--- config.mk ---
export PLATFORM = sky130hd
export DESIGN_NAME = lru_key_value_cache
export DESIGN_NICKNAME = d
export VERILOG_FILES = /design/src/rtl/core/lrukv_pkg.sv /design/src/rtl/core/lru_key_value_cache.sv
export SDC_FILE = /design/constraint.sdc
export NUM_CORES = 1
export LEC_CHECK = 0
export ABC_AREA = 1
export BUFFER_PORTS_ARGS = -buffer_cell sky130_fd_sc_hd__buf_2
export CAP_MARGIN = 5
export CELL_PAD_IN_SITES_DETAIL_PLACEMENT = 1
export CELL_PAD_IN_SITES_GLOBAL_PLACEMENT = 1
export CORE_ASPECT_RATIO = 2
export CORE_MARGIN = 1
export CORE_UTILIZATION = 52
export CTS_CLUSTER_DIAMETER = 40
export CTS_CLUSTER_SIZE = 10
export DETAILED_ROUTE_END_ITERATION = 16
export PLACE_DENSITY = 0.87
export SLEW_MARGIN = 20
export SYNTH_ARGS = -nofsm -noshare
export SYNTH_HDL_FRONTEND = slang
export SYNTH_SLANG_ARGS = --single-unit
--- constraint.sdc ---
create_clock -name clk -period 7 [get_ports clk]
set_input_delay 0.35 -clock clk [delete_from_list [all_inputs] [get_ports clk]]
set_output_delay 0.35 -clock clk [all_outputs]
set_load 0.01 [all_outputs]
--- src/rtl/core/lrukv_pkg.sv ---
`default_nettype none

package lrukv_pkg;

	localparam int DEF_ENTRIES   = 16;
	localparam int DEF_KEY_BITS  = 32;
	localparam int DEF_DATA_BITS = 32;

	// Width of the item fields on the ports and of the capacity input.
	localparam int FIELD_BITS = 32;
	localparam int CAP_BITS   = 5;

	// Capacity after reset, before saturation to the number of entries.
	localparam int CAP_RESET = 16;

	localparam logic FUNC_GET = 1'b0;
	localparam logic FUNC_PUT = 1'b1;

	localparam logic [FIELD_BITS-1:0] MISS_VALUE = '1;

	typedef enum logic [3:0] {
		ST_IDLE   = 4'b0001,
		ST_SCAN   = 4'b0010,
		ST_RESULT = 4'b0100,
		ST_UPDATE = 4'b1000
	} state_t;

endpackage

`default_nettype wire

--- src/rtl/core/lru_key_value_cache.sv ---
// Channel   Handshake                Payload
// in        in_valid / in_ready      func, lookup_key, write_value
// out       out_valid / out_ready    hit, read_value, evicted
// cfg       cfg_valid / cfg_ready    capacity
//
// After an item is accepted, a tag scan reads every entry, one entry a cycle through the
// single read port, then the decision state loads the result. A hit or a put then runs a rank
// update pass over the same memory before the next item is taken; a get miss goes straight
// back to idle.
// Reset clears valid bits and the fill count and loads the reset capacity at once; no clearing pass.
// A new item is taken while the previous result waits; a full result register holds the
// decision cycle, and so the input, until that result is taken.
`default_nettype none

module lru_key_value_cache #(
	parameter int ENTRIES   = lrukv_pkg::DEF_ENTRIES,
	parameter int KEY_BITS  = lrukv_pkg::DEF_KEY_BITS,
	parameter int DATA_BITS = lrukv_pkg::DEF_DATA_BITS
) (
	input  wire logic                                  clk,
	input  wire logic                                  arst_n,

	input  wire logic                                  in_valid,
	output logic                                       in_ready,
	input  wire logic                                  func,
	input  wire logic signed [lrukv_pkg::FIELD_BITS-1:0] lookup_key,
	input  wire logic signed [lrukv_pkg::FIELD_BITS-1:0] write_value,

	output logic                                       out_valid,
	input  wire logic                                  out_ready,
	output logic                                       hit,
	output logic signed [lrukv_pkg::FIELD_BITS-1:0]    read_value,
	output logic                                       evicted,

	input  wire logic                                  cfg_valid,
	output logic                                       cfg_ready,
	input  wire logic [lrukv_pkg::CAP_BITS-1:0]        capacity
);

	localparam int IDX_BITS  = $clog2(ENTRIES);
	localparam int RANK_BITS = IDX_BITS;
	localparam int CNT_BITS  = $clog2(ENTRIES + 1);
	localparam int CW        = (CNT_BITS > lrukv_pkg::CAP_BITS) ? CNT_BITS
	                                                            : lrukv_pkg::CAP_BITS;
	localparam int CAP_INIT  = (lrukv_pkg::CAP_RESET > ENTRIES) ? ENTRIES
	                                                            : lrukv_pkg::CAP_RESET;

	typedef struct packed {
		logic [KEY_BITS-1:0]  key;
		logic [DATA_BITS-1:0] data;
		logic [RANK_BITS-1:0] rank;
	} entry_t;

	entry_t mem [ENTRIES];
	entry_t mem_rdata_q;
	entry_t wr_word;
	logic   mem_we;

	lrukv_pkg::state_t state_q;

	logic [ENTRIES-1:0]   valid_q;
	logic [CNT_BITS-1:0]  used_q;
	logic [CNT_BITS-1:0]  cap_q;
	logic [CNT_BITS-1:0]  cnt_q;
	logic                 rd_s1;
	logic [IDX_BITS-1:0]  rd_idx_s1;

	logic                 func_q;
	logic [KEY_BITS-1:0]  key_q;
	logic [DATA_BITS-1:0] wdata_q;

	logic                 match_found_q;
	logic [IDX_BITS-1:0]  match_idx_q;
	logic [RANK_BITS-1:0] match_rank_q;
	logic [DATA_BITS-1:0] match_data_q;
	logic                 free_found_q;
	logic [IDX_BITS-1:0]  free_idx_q;
	logic                 lru_found_q;
	logic [IDX_BITS-1:0]  lru_idx_q;
	logic [RANK_BITS-1:0] lru_rank_q;

	logic                 upd_all_q;
	logic                 upd_replace_q;
	logic [IDX_BITS-1:0]  upd_idx_q;
	logic [RANK_BITS-1:0] upd_limit_q;

	logic                                 out_valid_q;
	logic                                 hit_q;
	logic                                 evicted_q;
	logic [lrukv_pkg::FIELD_BITS-1:0]     read_value_q;

	logic                 accept;
	logic                 commit;
	logic                 pass_done;
	logic                 chk_valid;
	logic                 chk_match;
	logic [CW-1:0]        cfg_ext;
	logic [CW-1:0]        cfg_clamped;

	logic                                 dec_update;
	logic                                 dec_fill;
	logic                                 dec_evict;
	logic                                 dec_all;
	logic                                 dec_replace;
	logic [IDX_BITS-1:0]                  dec_idx;
	logic [RANK_BITS-1:0]                 dec_limit;
	logic [lrukv_pkg::FIELD_BITS-1:0]     dec_read;

	assign in_ready  = (state_q == lrukv_pkg::ST_IDLE);
	assign cfg_ready = 1'b1;
	assign accept    = in_valid && in_ready;
	assign commit    = (state_q == lrukv_pkg::ST_RESULT) && (!out_valid_q || out_ready);
	assign pass_done = (cnt_q == CNT_BITS'(ENTRIES));

	assign out_valid  = out_valid_q;
	assign hit        = hit_q;
	assign evicted    = evicted_q;
	assign read_value = read_value_q;

	assign chk_valid = rd_s1 && valid_q[rd_idx_s1];
	assign chk_match = chk_valid && (mem_rdata_q.key == key_q);

	// Zero means one, and anything above the entry count saturates.
	always_comb begin
		cfg_ext     = CW'(capacity);
		cfg_clamped = cfg_ext;
		if (cfg_ext == '0) begin
			cfg_clamped = CW'(1);
		end else if (cfg_ext > CW'(ENTRIES)) begin
			cfg_clamped = CW'(ENTRIES);
		end
	end

	always_comb begin
		dec_update  = 1'b0;
		dec_fill    = 1'b0;
		dec_evict   = 1'b0;
		dec_all     = 1'b0;
		dec_replace = 1'b0;
		dec_idx     = match_idx_q;
		dec_limit   = match_rank_q;
		dec_read    = '0;
		if (func_q == lrukv_pkg::FUNC_GET) begin
			dec_update = match_found_q;
			dec_read   = match_found_q ? lrukv_pkg::FIELD_BITS'(match_data_q)
			                           : lrukv_pkg::MISS_VALUE;
		end else if (match_found_q) begin
			dec_update = 1'b1;
		end else if ((used_q < cap_q) && free_found_q) begin
			dec_update  = 1'b1;
			dec_fill    = 1'b1;
			dec_all     = 1'b1;
			dec_replace = 1'b1;
			dec_idx     = free_idx_q;
		end else if (lru_found_q) begin
			dec_update  = 1'b1;
			dec_evict   = 1'b1;
			dec_replace = 1'b1;
			dec_idx     = lru_idx_q;
			dec_limit   = lru_rank_q;
		end
	end

	// Write-back word for the entry read in the previous cycle of the update pass.
	always_comb begin
		wr_word = mem_rdata_q;
		mem_we  = 1'b0;
		if ((state_q == lrukv_pkg::ST_UPDATE) && rd_s1) begin
			if (rd_idx_s1 == upd_idx_q) begin
				mem_we       = 1'b1;
				wr_word.rank = '0;
				if (upd_replace_q) begin
					wr_word.key = key_q;
				end
				if (func_q == lrukv_pkg::FUNC_PUT) begin
					wr_word.data = wdata_q;
				end
			end else if (valid_q[rd_idx_s1]) begin
				mem_we = 1'b1;
				if (upd_all_q || (mem_rdata_q.rank < upd_limit_q)) begin
					wr_word.rank = mem_rdata_q.rank + RANK_BITS'(1);
				end
			end
		end
	end

	always_ff @(posedge clk) begin
		if (mem_we) begin
			mem[rd_idx_s1] <= wr_word;
		end
		mem_rdata_q <= mem[cnt_q[IDX_BITS-1:0]];
	end

	always_ff @(posedge clk or negedge arst_n) begin
		if (!arst_n) begin
			state_q     <= lrukv_pkg::ST_IDLE;
			cnt_q       <= '0;
			rd_s1       <= 1'b0;
			valid_q     <= '0;
			used_q      <= '0;
			cap_q       <= CNT_BITS'(CAP_INIT);
			out_valid_q <= 1'b0;
		end else begin
			rd_s1 <= ((state_q == lrukv_pkg::ST_SCAN) || (state_q == lrukv_pkg::ST_UPDATE))
			         && !pass_done;

			if (cfg_valid && cfg_ready && (used_q == '0)) begin
				cap_q <= CNT_BITS'(cfg_clamped);
			end

			if (commit) begin
				out_valid_q <= 1'b1;
			end else if (out_valid_q && out_ready) begin
				out_valid_q <= 1'b0;
			end

			unique case (state_q)
				lrukv_pkg::ST_IDLE: begin
					cnt_q <= '0;
					if (accept) begin
						state_q <= lrukv_pkg::ST_SCAN;
					end
				end
				lrukv_pkg::ST_SCAN: begin
					if (pass_done) begin
						state_q <= lrukv_pkg::ST_RESULT;
					end else begin
						cnt_q <= cnt_q + CNT_BITS'(1);
					end
				end
				lrukv_pkg::ST_RESULT: begin
					cnt_q <= '0;
					if (commit) begin
						state_q     <= dec_update ? lrukv_pkg::ST_UPDATE : lrukv_pkg::ST_IDLE;
						if (dec_fill) begin
							valid_q[dec_idx] <= 1'b1;
							used_q           <= used_q + CNT_BITS'(1);
						end
					end
				end
				lrukv_pkg::ST_UPDATE: begin
					if (pass_done) begin
						state_q <= lrukv_pkg::ST_IDLE;
					end else begin
						cnt_q <= cnt_q + CNT_BITS'(1);
					end
				end
				default: begin
					state_q <= lrukv_pkg::ST_IDLE;
				end
			endcase
		end
	end

	// Item registers, scan trackers, the result register and the update pass controls.
	always_ff @(posedge clk) begin
		rd_idx_s1 <= cnt_q[IDX_BITS-1:0];

		if (accept) begin
			func_q        <= func;
			key_q         <= KEY_BITS'(lookup_key);
			wdata_q       <= DATA_BITS'(write_value);
			match_found_q <= 1'b0;
			free_found_q  <= 1'b0;
			lru_found_q   <= 1'b0;
		end else if (state_q == lrukv_pkg::ST_SCAN) begin
			if (chk_match && !match_found_q) begin
				match_found_q <= 1'b1;
				match_idx_q   <= rd_idx_s1;
				match_rank_q  <= mem_rdata_q.rank;
				match_data_q  <= mem_rdata_q.data;
			end
			if (rd_s1 && !valid_q[rd_idx_s1] && !free_found_q) begin
				free_found_q <= 1'b1;
				free_idx_q   <= rd_idx_s1;
			end
			// The first entry holding the highest rank is the least recent one.
			if (chk_valid && (!lru_found_q || (mem_rdata_q.rank > lru_rank_q))) begin
				lru_found_q <= 1'b1;
				lru_idx_q   <= rd_idx_s1;
				lru_rank_q  <= mem_rdata_q.rank;
			end
		end

		if (commit) begin
			hit_q         <= match_found_q;
			read_value_q  <= dec_read;
			evicted_q     <= dec_evict;
			upd_all_q     <= dec_all;
			upd_replace_q <= dec_replace;
			upd_idx_q     <= dec_idx;
			upd_limit_q   <= dec_limit;
		end
	end

`ifndef SYNTHESIS
	a_used_within_capacity: assert property (@(posedge clk) disable iff (!arst_n)
		used_q <= cap_q)
		else $error("fill count exceeds capacity");

	a_used_matches_valid: assert property (@(posedge clk) disable iff (!arst_n)
		$countones(valid_q) == used_q)
		else $error("fill count disagrees with valid bits");

	a_idle_pipe_empty: assert property (@(posedge clk) disable iff (!arst_n)
		(state_q == lrukv_pkg::ST_IDLE) |-> !rd_s1)
		else $error("memory read pending while idle");

	a_result_loaded: assert property (@(posedge clk) disable iff (!arst_n)
		commit |=> out_valid_q)
		else $error("result register not loaded after commit");
`endif

endmodule

`default_nettype wire

# Yosys cells after proc, flatten, opt, wreduce, memory -nomap -nowiden
# Memories as Yosys holds them, arrays and structs flattened. A register that Yosys moved wholly into a read port is not among the register bits.
# Cells that the tools add are included.
classes:
  mux: 44
  order_cmp: 7
  bitwise_logic: 3
  reduce_logical: 41
  add_sub_neg: 3
  eq_ne: 12
ops:
  columns: ["op", "n"]
  rows:
  - ["two-way mux 32 bit", 3]
  - ["two-way mux 68 bit", 1]
  - ["two-way mux 4 bit", 16]
  - ["two-way mux 64 bit", 1]
  - ["== test 32 bit", 1]
  - ["two-way mux 1 bit", 16]
  - ["bitwise OR 16 bit", 1]
  - ["case mux 4 bit (4 select lines)", 1]
  - ["two-way mux 5 bit", 3]
  - ["logical AND 1 bit", 14]
  - ["AND reduction 3 bit", 4]
  - ["adder 5 x 1 -> 5 bit, second input constant", 2]
  - ["logical NOT 5 bit", 2]
  - ["less-than comparator 4 x 5 -> 1 bit, second input constant", 2]
  - ["case mux 5 bit (2 select lines)", 1]
  - ["!= test 2 bit, second input constant", 4]
  - ["AND reduction 2 bit", 4]
  - ["logical NOT 1 bit", 6]
  - ["OR reduction 2 bit", 3]
  - ["== test 5 bit, second input constant", 1]
  - ["> comparator 5 bit, second input constant", 1]
  - ["less-than comparator 5 bit", 1]
  - ["adder 4 x 1 -> 4 bit, second input constant", 1]
  - ["binary-select mux 1 bit (select 4 bit)", 1]
  - ["15 further kinds", 20]
totals:
  word_cells: 138
  register_bits: 205
  input_bits: 75
  output_inout_bits: 37
  ramBits: 1088
  n_memories: 1
memory_table:
  columns: ["memory", "words", "word_bits", "rd", "rd_ports_with_merged_regs", "wr", "line", "source"]
  rows:
  - ["mem", 16, 68, 1, 1, 1, "lru_key_value_cache.sv:54", "entry_t mem [ENTRIES];"]

# Logic depth before layout (Yosys ltp)
# Gate-level depths: netlist of the first run.
logic_depth:
  ltp_word: 10
  depth_mapped: 13
  depth_no_buf: 12

# Worst setup path after synthesis of the first run
# No wires, ideal clock.
synth_timing:
  path_kind: "register to register"
  from: "register cnt_q[0] (netlist name)"
  to: "register func_q, enable pin"
  period_less_slack_ns: 5.039
  setup_slack_ns: 1.961
  required_ns: 6.507
  path_stages_with_launch: 13
  n_path_buf: 4
  setup_ns: 0.493
  t_arrival_ns: 4.546
  cell_sequence: "dfrtp_1 > buf_2 > inv_2 > buf_4 > buf_2 > buf_2 > ha_1 > nand4_1 > nand2_1 > nand2_1 > nor2_1 > inv_1 > nor2_1"
synth_rtl:
  columns: ["element", "line", "source"]
  rows:
  - ["end signal: assignment", "lru_key_value_cache.sv:260", "func_q <= func;"]
  - ["end: declaration", "lru_key_value_cache.sv:68", "logic func_q;"]

# Worst setup path in the final report of the first run
layout_timing:
  from: "register rd_idx_s1[0]"
  to: "memory mem[11][19] (netlist name), enable pin"
layout_between:
  elab_chain_cells: 7
  word_cells_on_any_way: 8
  cone_classes: "eq/ne: 1; mux: 7"
layout_rtl:
  columns: ["element", "line", "source"]
  rows:
  - ["start: declaration", "lru_key_value_cache.sv:66", "logic [IDX_BITS-1:0] rd_idx_s1;"]
  - ["start signal: assignment", "lru_key_value_cache.sv:257", "rd_idx_s1 <= cnt_q[IDX_BITS-1:0];"]
  - ["binary-select mux 1 bit (select 4 bit)", "lru_key_value_cache.sv:178", "end else if (valid_q[rd_idx_s1]) begin"]
  - ["two-way mux 1 bit (not written as such)", "lru_key_value_cache.sv:178", null]
  - ["two-way mux 1 bit", "lru_key_value_cache.sv:178", null]
  - ["two-way mux 1 bit", "lru_key_value_cache.sv:169", "if (rd_idx_s1 == upd_idx_q) begin"]
  - ["two-way mux 1 bit", "lru_key_value_cache.sv:168", "if ((state_q == lrukv_pkg::ST_UPDATE) && rd_s1) begin"]
  - ["two-way mux 1 bit", "lru_key_value_cache.sv:188", "if (mem_we) begin"]
  - ["two-way mux 1 bit (not written as such)", "lru_key_value_cache.sv:189", "mem[rd_idx_s1] <= wr_word;"]
  - ["end: declaration", "lru_key_value_cache.sv:54", null]
# Several ways; a longest one is shown, not always the timed one. The select of a mux whose other input is x is not followed.

==> impl_metrics.csv, run 1 <==
group,metric,value,unit
outcome,outcome,"complete, no violations",
timing,worst-slew-pin-transition,1.24,ns
timing,fin_crit_sh,0.630,
place,port_buffers,110,
logic_synthesis,synth_nets,4056,
timing,slew_headroom,0.174,
worst_setup_path,ff2ff_path_depth,11,
final_layout,fin_util,0.598,
worst_setup_path,cp-start-kind,"flop",
floorplanning,die_area,102000,µm²
power,ir_drop,276,µV
logic_synthesis,ys_async_sr_fraction,0.0272,
power,p_leak,20.2,nW
routing,antenna_left,0,
logic_synthesis,ys_seq_elements,1361,
worst_setup_path,worstSetupEndpointType,"flop",
clocking,cts_max_path_buffers,3,
global_routing,grt_max_degree,250,
global_routing,gr-usage-all-layers,0.338,
worst_setup_path,worstPathRequired,7.39,ns
timing,skew,0.0267,ns
logic_synthesis,synth-main-ff-cell,"edfxtp_1",
worst_setup_path,cp_slowest_stage_delay,0.96,ns
flow_run,cap_violations,0,
timing,setup_viol,0,
global_routing,antenna_found_initial,5,
worst_hold_path,hold_path_depth,4,
routing,routed-via-count,36479,
routing,wl_per_cell,30.8,µm
clocking,clk_pin_slew_worst_paths,0.06,ns
floorplanning,num_io_pins,112,
global_routing,overflow,0,
worst_setup_path,critical_path_class,"reg -> reg",
final_layout,postLayoutCellArea,59600,µm²
timing,setup-tns-final,0,ns
logic_synthesis,synth.avg_cell_area,13.2,µm²
clocking,clk_latency,0.79,ns
floorplanning,die_y,451,µm
routing,wl,172000,µm
floorplanning,rows,164,
clocking,htreeDepth,4,
timing,fin_crit,4.41,ns
timing,clock.fmax,0.227,GHz
power,p_per_area,407,nW/µm²
routing,drtIter0Drc,4979,
place,gp_congestion,0.825,
logic_synthesis,ys.warnings.count,0,
routing,drc,0,
final_layout,drive_gt1_frac,0.0953,
global_routing,grt_pass1_wl,249000,µm
worst_setup_path,cp_max_fo,36,
global_routing,first_global_vias,39240,
worst_setup_path,critPathBufInv,1,
place,place_area,54200,µm²
logic_synthesis,synth.distinct_cells,44,
final_layout,multiInputGateArea,11200,µm²
floorplanning,start_util,0.525,
floorplanning,die_x,226,µm
final_layout,nFillCells,9611,
clocking,cts_tree,"yes",
clocking,numCtsBuffers,155,
clocking,cts.sinks,1361,
logic_synthesis,synth-edff-count,1249,
logic_synthesis,post_synth_instance_area,52400,µm²
worst_hold_path,min_path_type,"in -> reg",
routing,viasPerCell,6.54,
clocking,ctsRootBufferMaster,"clkbuf_16",
timing,finalHoldViolCount,0,
final_layout,areaGrowthSynthToFinish,13.9,%
worst_setup_path,worstSetupPathDepth,11,
worst_setup_path,cp.arrival,4.80,ns
logic_synthesis,synthCells,3965,
worst_setup_path,crit_top_cell,"nand2_1",
floorplanning,core,99700,µm²
timing,whs,0.0997,ns
worst_setup_path,path_cells,"nand2_1 -> nor2_1 -> nor2_1 -> nand2_1 -> nand2_1 -> nand2_1 -> nor2_4 -> a21oi_4 -> nand2_1 -> nor2_4 -> buf_4",
final_layout,nNetsFinal,4211,
worst_setup_path,critPathTopFamily,"simple AND/OR/NAND/NOR gates",
routing,dr.pass1.iters,6,
timing,slew_viol_final,0,
final_layout,seq_area,39900,µm²
timing,rsz0062_at_grt,"no",
worst_setup_path,slowest_stage,"nor2_4",
place,dp_hpwl,88900,µm
logic_synthesis,synth.yosys.seq_area_share,0.763,
==> worst reg2reg max path, stage by stage, from the launching register on <==
cell	delay [ns]
dfxtp_1	0.70
nand2_1	0.46
nor2_1	0.24
nor2_1	0.07
nand2_1	0.06
nand2_1	0.05
nand2_1	0.13
nor2_4	0.09
a21oi_4	0.17
nand2_1	0.26
nor2_4	0.96
buf_4	0.82
==> cells in the mapped netlist (19+ instances only) <==
cell,number,share of area
o22ai_1,165,0.020
dfrtp_1,35,0.017
edfxtp_1,1249,0.72
o211ai_1,27,0.0039
nor2_1,670,0.048
o21ai_0,568,0.054
nand2_1,387,0.028
nand4_1,19,0.0023
dfxtp_1,75,0.029
buf_2,55,0.0053
inv_1,104,0.0075
o21ai_1,20,0.0019
nand3_1,189,0.018
clkbuf_1,171,0.012
o221ai_1,110,0.018
==> through the flow <==
step / std cells / total power [mW] / setup WS (ns)
floorplan: 3965 / 14.2 / 1.96
global placement: 5214 / 15.8 / 2.77
detailed placement: 5214 / 16.3 / 2.54
CTS: 5577 / 24.0 / 2.46
global route: 5582 / 24.8 / 2.45
finish: 5582 / 24.3 / 2.59
==> path summary, 6_finish.rpt <==
check,from,endpoint,slack (ns)
hold / removal,cfg_valid,cap_q[1]$_DFFE_PN0P_,0.1
max in group asynchronous,arst_n,cnt_q[0]$_DFFE_PN0P_,5.97
min in group asynchronous,arst_n,cap_q[3]$_DFFE_PN0P_,0.29
hold reg to reg,mem_rdata_q[13]$_DFF_P_,match_data_q[9]$_DFFE_PP_,0.42
setup / recovery,rd_idx_s1[0]$_DFF_P_,mem[11][19]$_DFFE_PP_,2.59
setup reg to reg,rd_idx_s1[0]$_DFF_P_,mem[11][19]$_DFFE_PP_,2.59
==> layout by cell type (no fill, tap or decap), drive strengths merged, types with 4 or more instances in the layout <==
cell type	n
clkbuf	278
nand2	389
nand4	21
o221ai	110
xnor2	11
o21bai	10
nor3	4
diode	4
dfxtp	75
dfrtp	35
xor2	12
or2	4
inv	115
o211ai	27
a21oi	16
clkinv	5
ha	16
o21ai	588
nor2	675
dlygate4sd3	76
o22ai	165
edfxtp	1249
buf	166
nand3	192
==> state kept, by name, indices dropped and copies added (netlist names), 5 cells and up <==
signal        flops
cnt_q             5
mem_rdata_q      68
used_q            5
valid_q          16
wdata_q          32
key_q            32
mem            1088
cap_q             5
read_value       32
match_data_q     32
==> where the power goes <==
part | switching, mW | internal [mW] | leakage [nW]
clock network | 3.32 | 4.35 | 2.19
logic | 4.39 | 1.25 | 5.71
registers | 0.495 | 10.5 | 12.3
==> layout make-up <==
type                       count  area share
inverter                     113     0.00738
multi-input combinational   2247       0.187
sequential                  1361       0.670
clock buffer                 278      0.0752
timing repair buffer         242      0.0303
antenna                        4    0.000168
tap                         1328      0.0279
clock inverter                 9     0.00203
==> logic make-up (layout without fill, tap and decap cells) <==
logic type                 count (synthesis)  count (layout)  share of synthesized area
adders and majority gates                 16              16                    0.00382
other                                      1               5                  0.0000716
and+or+nand+nor                         1289            1289                      0.100
buffers and inverters                    357             642                     0.0275
AOI/OAI and AO/OA                        917             917                      0.102
DFF                                     1361            1361                      0.763
xor gates and xnor gates                  23              23                    0.00399
muxes                                      1               1                   0.000191
==> layer usage <==
layer / vias to the layer above / share of wire / global-route usage
li1: 14869 / - / -
met2: 2602 / 0.51 / 0.572
met3: 799 / 0.087 / 0.0619
met5: - / 0.000076 / 0
met1: 18207 / 0.33 / 0.384
met4: 2 / 0.073 / 0.235
==> repair_timing <==
action | CTS | global route
endpoints found under the hold margin | 107 | 0
resized for setup | 0 | 0
hold buffers | 76 | 0
setup buffers | 0 | 0
No activity file was read; power rests on OpenSTA's default activity.
==> run 2, diff against run 1 <==
- ABC_AREA: 1 -> 0
- CORE_UTILIZATION: 52 -> 50
- PLACE_DENSITY: 0.87 -> 0.83
- clock period: 7 -> 4.05 ns (I/O delays scaled with it)
==> run 2 against run 1 <==
Worst hold slack improved by 0.032 ns. Synthesized cell count fell by 44%. Sequential power increased by 44%. Flip-flop and latch count is the same. Via count down 31%. Critical path depth down 5. Maximum frequency increased by 21%. Worst setup slack got worse by 2.2 ns. Combinational power decreased by 51%. Cell count fell by 28%. Critical path type unchanged. Largest cell class unchanged.
==> impl_metrics.csv, run 2 <==
group,metric,value,unit
logic_synthesis,synth.distinct_cells,60,
global_routing,antenna_found_initial,2,
routing,drtIter0Drc,2777,
routing,antenna_left,0,
worst_setup_path,critPathBufInv,1,
power,p_per_area,533,nW/µm²
logic_synthesis,synth.avg_cell_area,22.9,µm²
worst_setup_path,r2r_slack,0.41,ns
timing,rsz0062_at_grt,"no",
flow_run,cap_violations,0,
clocking,numCtsBuffers,155,
logic_synthesis,synth_top_cell_area_share,0.735,
power,p_leak,14.2,nW
worst_setup_path,cp_max_fo,68,
logic_synthesis,post-synth-top-count-cell,"edfxtp_1",
final_layout,top_regs,"mem x1088, mem_rdata_q x68",
timing,skew,0.0394,ns
worst_setup_path,cp-start-kind,"flop",
worst_setup_path,worstSetupEndpointType,"flop",
global_routing,gr-usage-all-layers,0.275,
final_layout,fin_util,0.586,
clocking,cts_max_path_buffers,3,
timing,slew_headroom,0.222,
worst_setup_path,critPathTopFamily,"flip-flops",
floorplanning,num_io_pins,112,
clocking,clk_latency,0.77,ns
final_layout,layout_commonest_cell,"edfxtp_1",
clocking,ctsRootBufferMaster,"clkbuf_16",
logic_synthesis,synth-main-ff-cell,"edfxtp_1",
place,port_buffers,110,
worst_setup_path,worstPathRequired,4.43,ns
clocking,cts_tree,"yes",
timing,whs,0.131,ns
global_routing,grt_max_degree,69,
floorplanning,die_y,454,µm
timing,slew_viol_final,0,
logic_synthesis,synth_largest_area_cell,"edfxtp_1",
timing,worst-slew-pin-transition,1.16,ns
timing,clock.fmax,0.274,GHz
floorplanning,rows,165,
worst_setup_path,cp.arrival,4.02,ns
timing,setup-tns-final,0,ns
logic_synthesis,ys_seq_elements,1361,
timing,fin_crit_sh,0.900,
logic_synthesis,synth_common_cells,"edfxtp_1, mux4_2, dfxtp_1",
logic_synthesis,ys_async_sr_fraction,0.0272,
floorplanning,die_area,103000,µm²
logic_synthesis,synthCells,2226,
routing,viasPerCell,6.34,
global_routing,grt_pass1_wl,200000,µm
timing,setup_viol,0,
final_layout,layout_common_cells,"edfxtp_1, mux4_2, clkbuf_16",
logic_synthesis,synth.yosys.seq_area_share,0.782,
clocking,clk_pin_slew_worst_paths,0.06,ns
worst_setup_path,critical_path_class,"reg -> reg",
place,dp_hpwl,71500,µm
place,place_area,53900,µm²
floorplanning,start_util,0.505,
timing,finalHoldViolCount,0,
global_routing,overflow,0,
place,gp_congestion,0.772,
routing,drc,0,
power,ir_drop,458,µV
worst_setup_path,cp_slowest_stage_delay,0.97,ns
timing,fin_crit,3.64,ns
logic_synthesis,synth-edff-count,1249,
final_layout,postLayoutCellArea,59300,µm²
worst_setup_path,slowest_stage,"dfxtp_1",
clocking,cts.sinks,1361,
final_layout,nNetsFinal,2627,
worst_hold_path,min_path_type,"in -> async",
routing,wl,139000,µm
outcome,outcome,"complete, no violations",
clocking,htreeDepth,4,
floorplanning,die_x,228,µm
floorplanning,core,101000,µm²
routing,wl_per_cell,34.9,µm
final_layout,largest_reg_flops,1088,
logic_synthesis,synthTopCellsByArea,"edfxtp_1, mux4_2, dfxtp_1",
routing,dr.pass1.iters,5,
clocking,post-cts-setup-buffers,0,
logic_synthesis,ys.warnings.count,0,
place,placed_cells,3641,
routing,routed-via-count,25320,
final_layout,drive_gt1_frac,0.304,
final_layout,areaGrowthSynthToFinish,16.1,%
global_routing,first_global_vias,27585,
logic_synthesis,post_synth_instance_area,51000,µm²
worst_setup_path,path_cells,"xnor2_1 -> nand4_1 -> nor2_2 -> o211ai_1 -> nor3_4 -> buf_12",
final_layout,final_cells,3996,
final_layout,largest-register,"mem",
logic_synthesis,synth_nets,2317,
[run 2: cells by family (layout without fill, tap and decap cells)]
kind of cell | count (synthesis) | in the layout | share of synthesized area
xor+xnor | 45 | 45 | 0.00772
compound gates | 105 | 105 | 0.0137
fa+ha+maj | 16 | 16 | 0.00392
simple gates | 121 | 121 | 0.0128
flops | 1361 | 1361 | 0.782
other cells | 1 | 3 | 0.0000735
buf+inv | 165 | 597 | 0.0127
mux | 412 | 412 | 0.167
[run 2: path summary, 6_finish.rpt]
| path | start | end | cells past startpoint |
|---|---|---|---|
| worst max-delay path | rd_idx_s1[1]$_DFF_P_ | mem[4][46]$_DFFE_PP_ | 6 |
| worst min-delay path | arst_n | cap_q[0]$_DFFE_PN0P_ | 2 |
| worst max register to register | rd_idx_s1[1]$_DFF_P_ | mem[4][46]$_DFFE_PP_ | 6 |
| worst min register to register | mem_rdata_q[16]$_DFF_P_ | match_data_q[12]$_DFFE_PP_ | 0 |
| max in group asynchronous | arst_n | cnt_q[2]$_DFFE_PN0P_ | 2 |
| min in group clk | write_value[29] | wdata_q[29]$_DFFE_PP_ | 2 |
[run 2: report_power, final]
part           internal (mW)  switching, mW
logic                   1.22           1.56
clock network           7.39           5.65
registers               15.4          0.366
total                   24.0           7.58
[run 2: what timing repair did]
item / in CTS / in global routing
hold endpoints to repair: 107 / 0
hold buffers: 74 / 0
setup endpoints to repair: 0 / 13
gates resized for setup: 0 / 1
[run 2: worst reg2reg max path: stages, from the launching register on]
cell,delay [ns]
dfxtp_1,0.97
xnor2_1,0.24
nand4_1,0.20
nor2_2,0.41
o211ai_1,0.50
nor3_4,0.31
buf_12,0.52
[run 2: layout make-up]
class                   count  area [µm²]
fillers                  8411       41900
flip-flops and latches   1361       40000
multi-input cells         700       10600
clock buffers             266        4400
repair buffers            255        2170
well taps                1336        1670
inverters                  63         238
clock inverters            13         201
diodes                      2        5.00
[run 2: routing by layer]
metal  up-vias  wire [µm]  track usage
met4         0       6500        0.135
met1     13470      47300        0.317
met5         -          0            0
li1       9883          -            -
met2      1611      75300        0.498
met3       356      10200       0.0419
[run 2: through the flow]
step / setup slack (ns) / total power [mW]
after floorplan: -1.01 / 17.8
after global placement: 0.427 / 18.7
after detailed placement: 0.277 / 18.8
after CTS: 0.148 / 31.8
after global routing: 0.314 / 32.3
final: 0.406 / 31.6
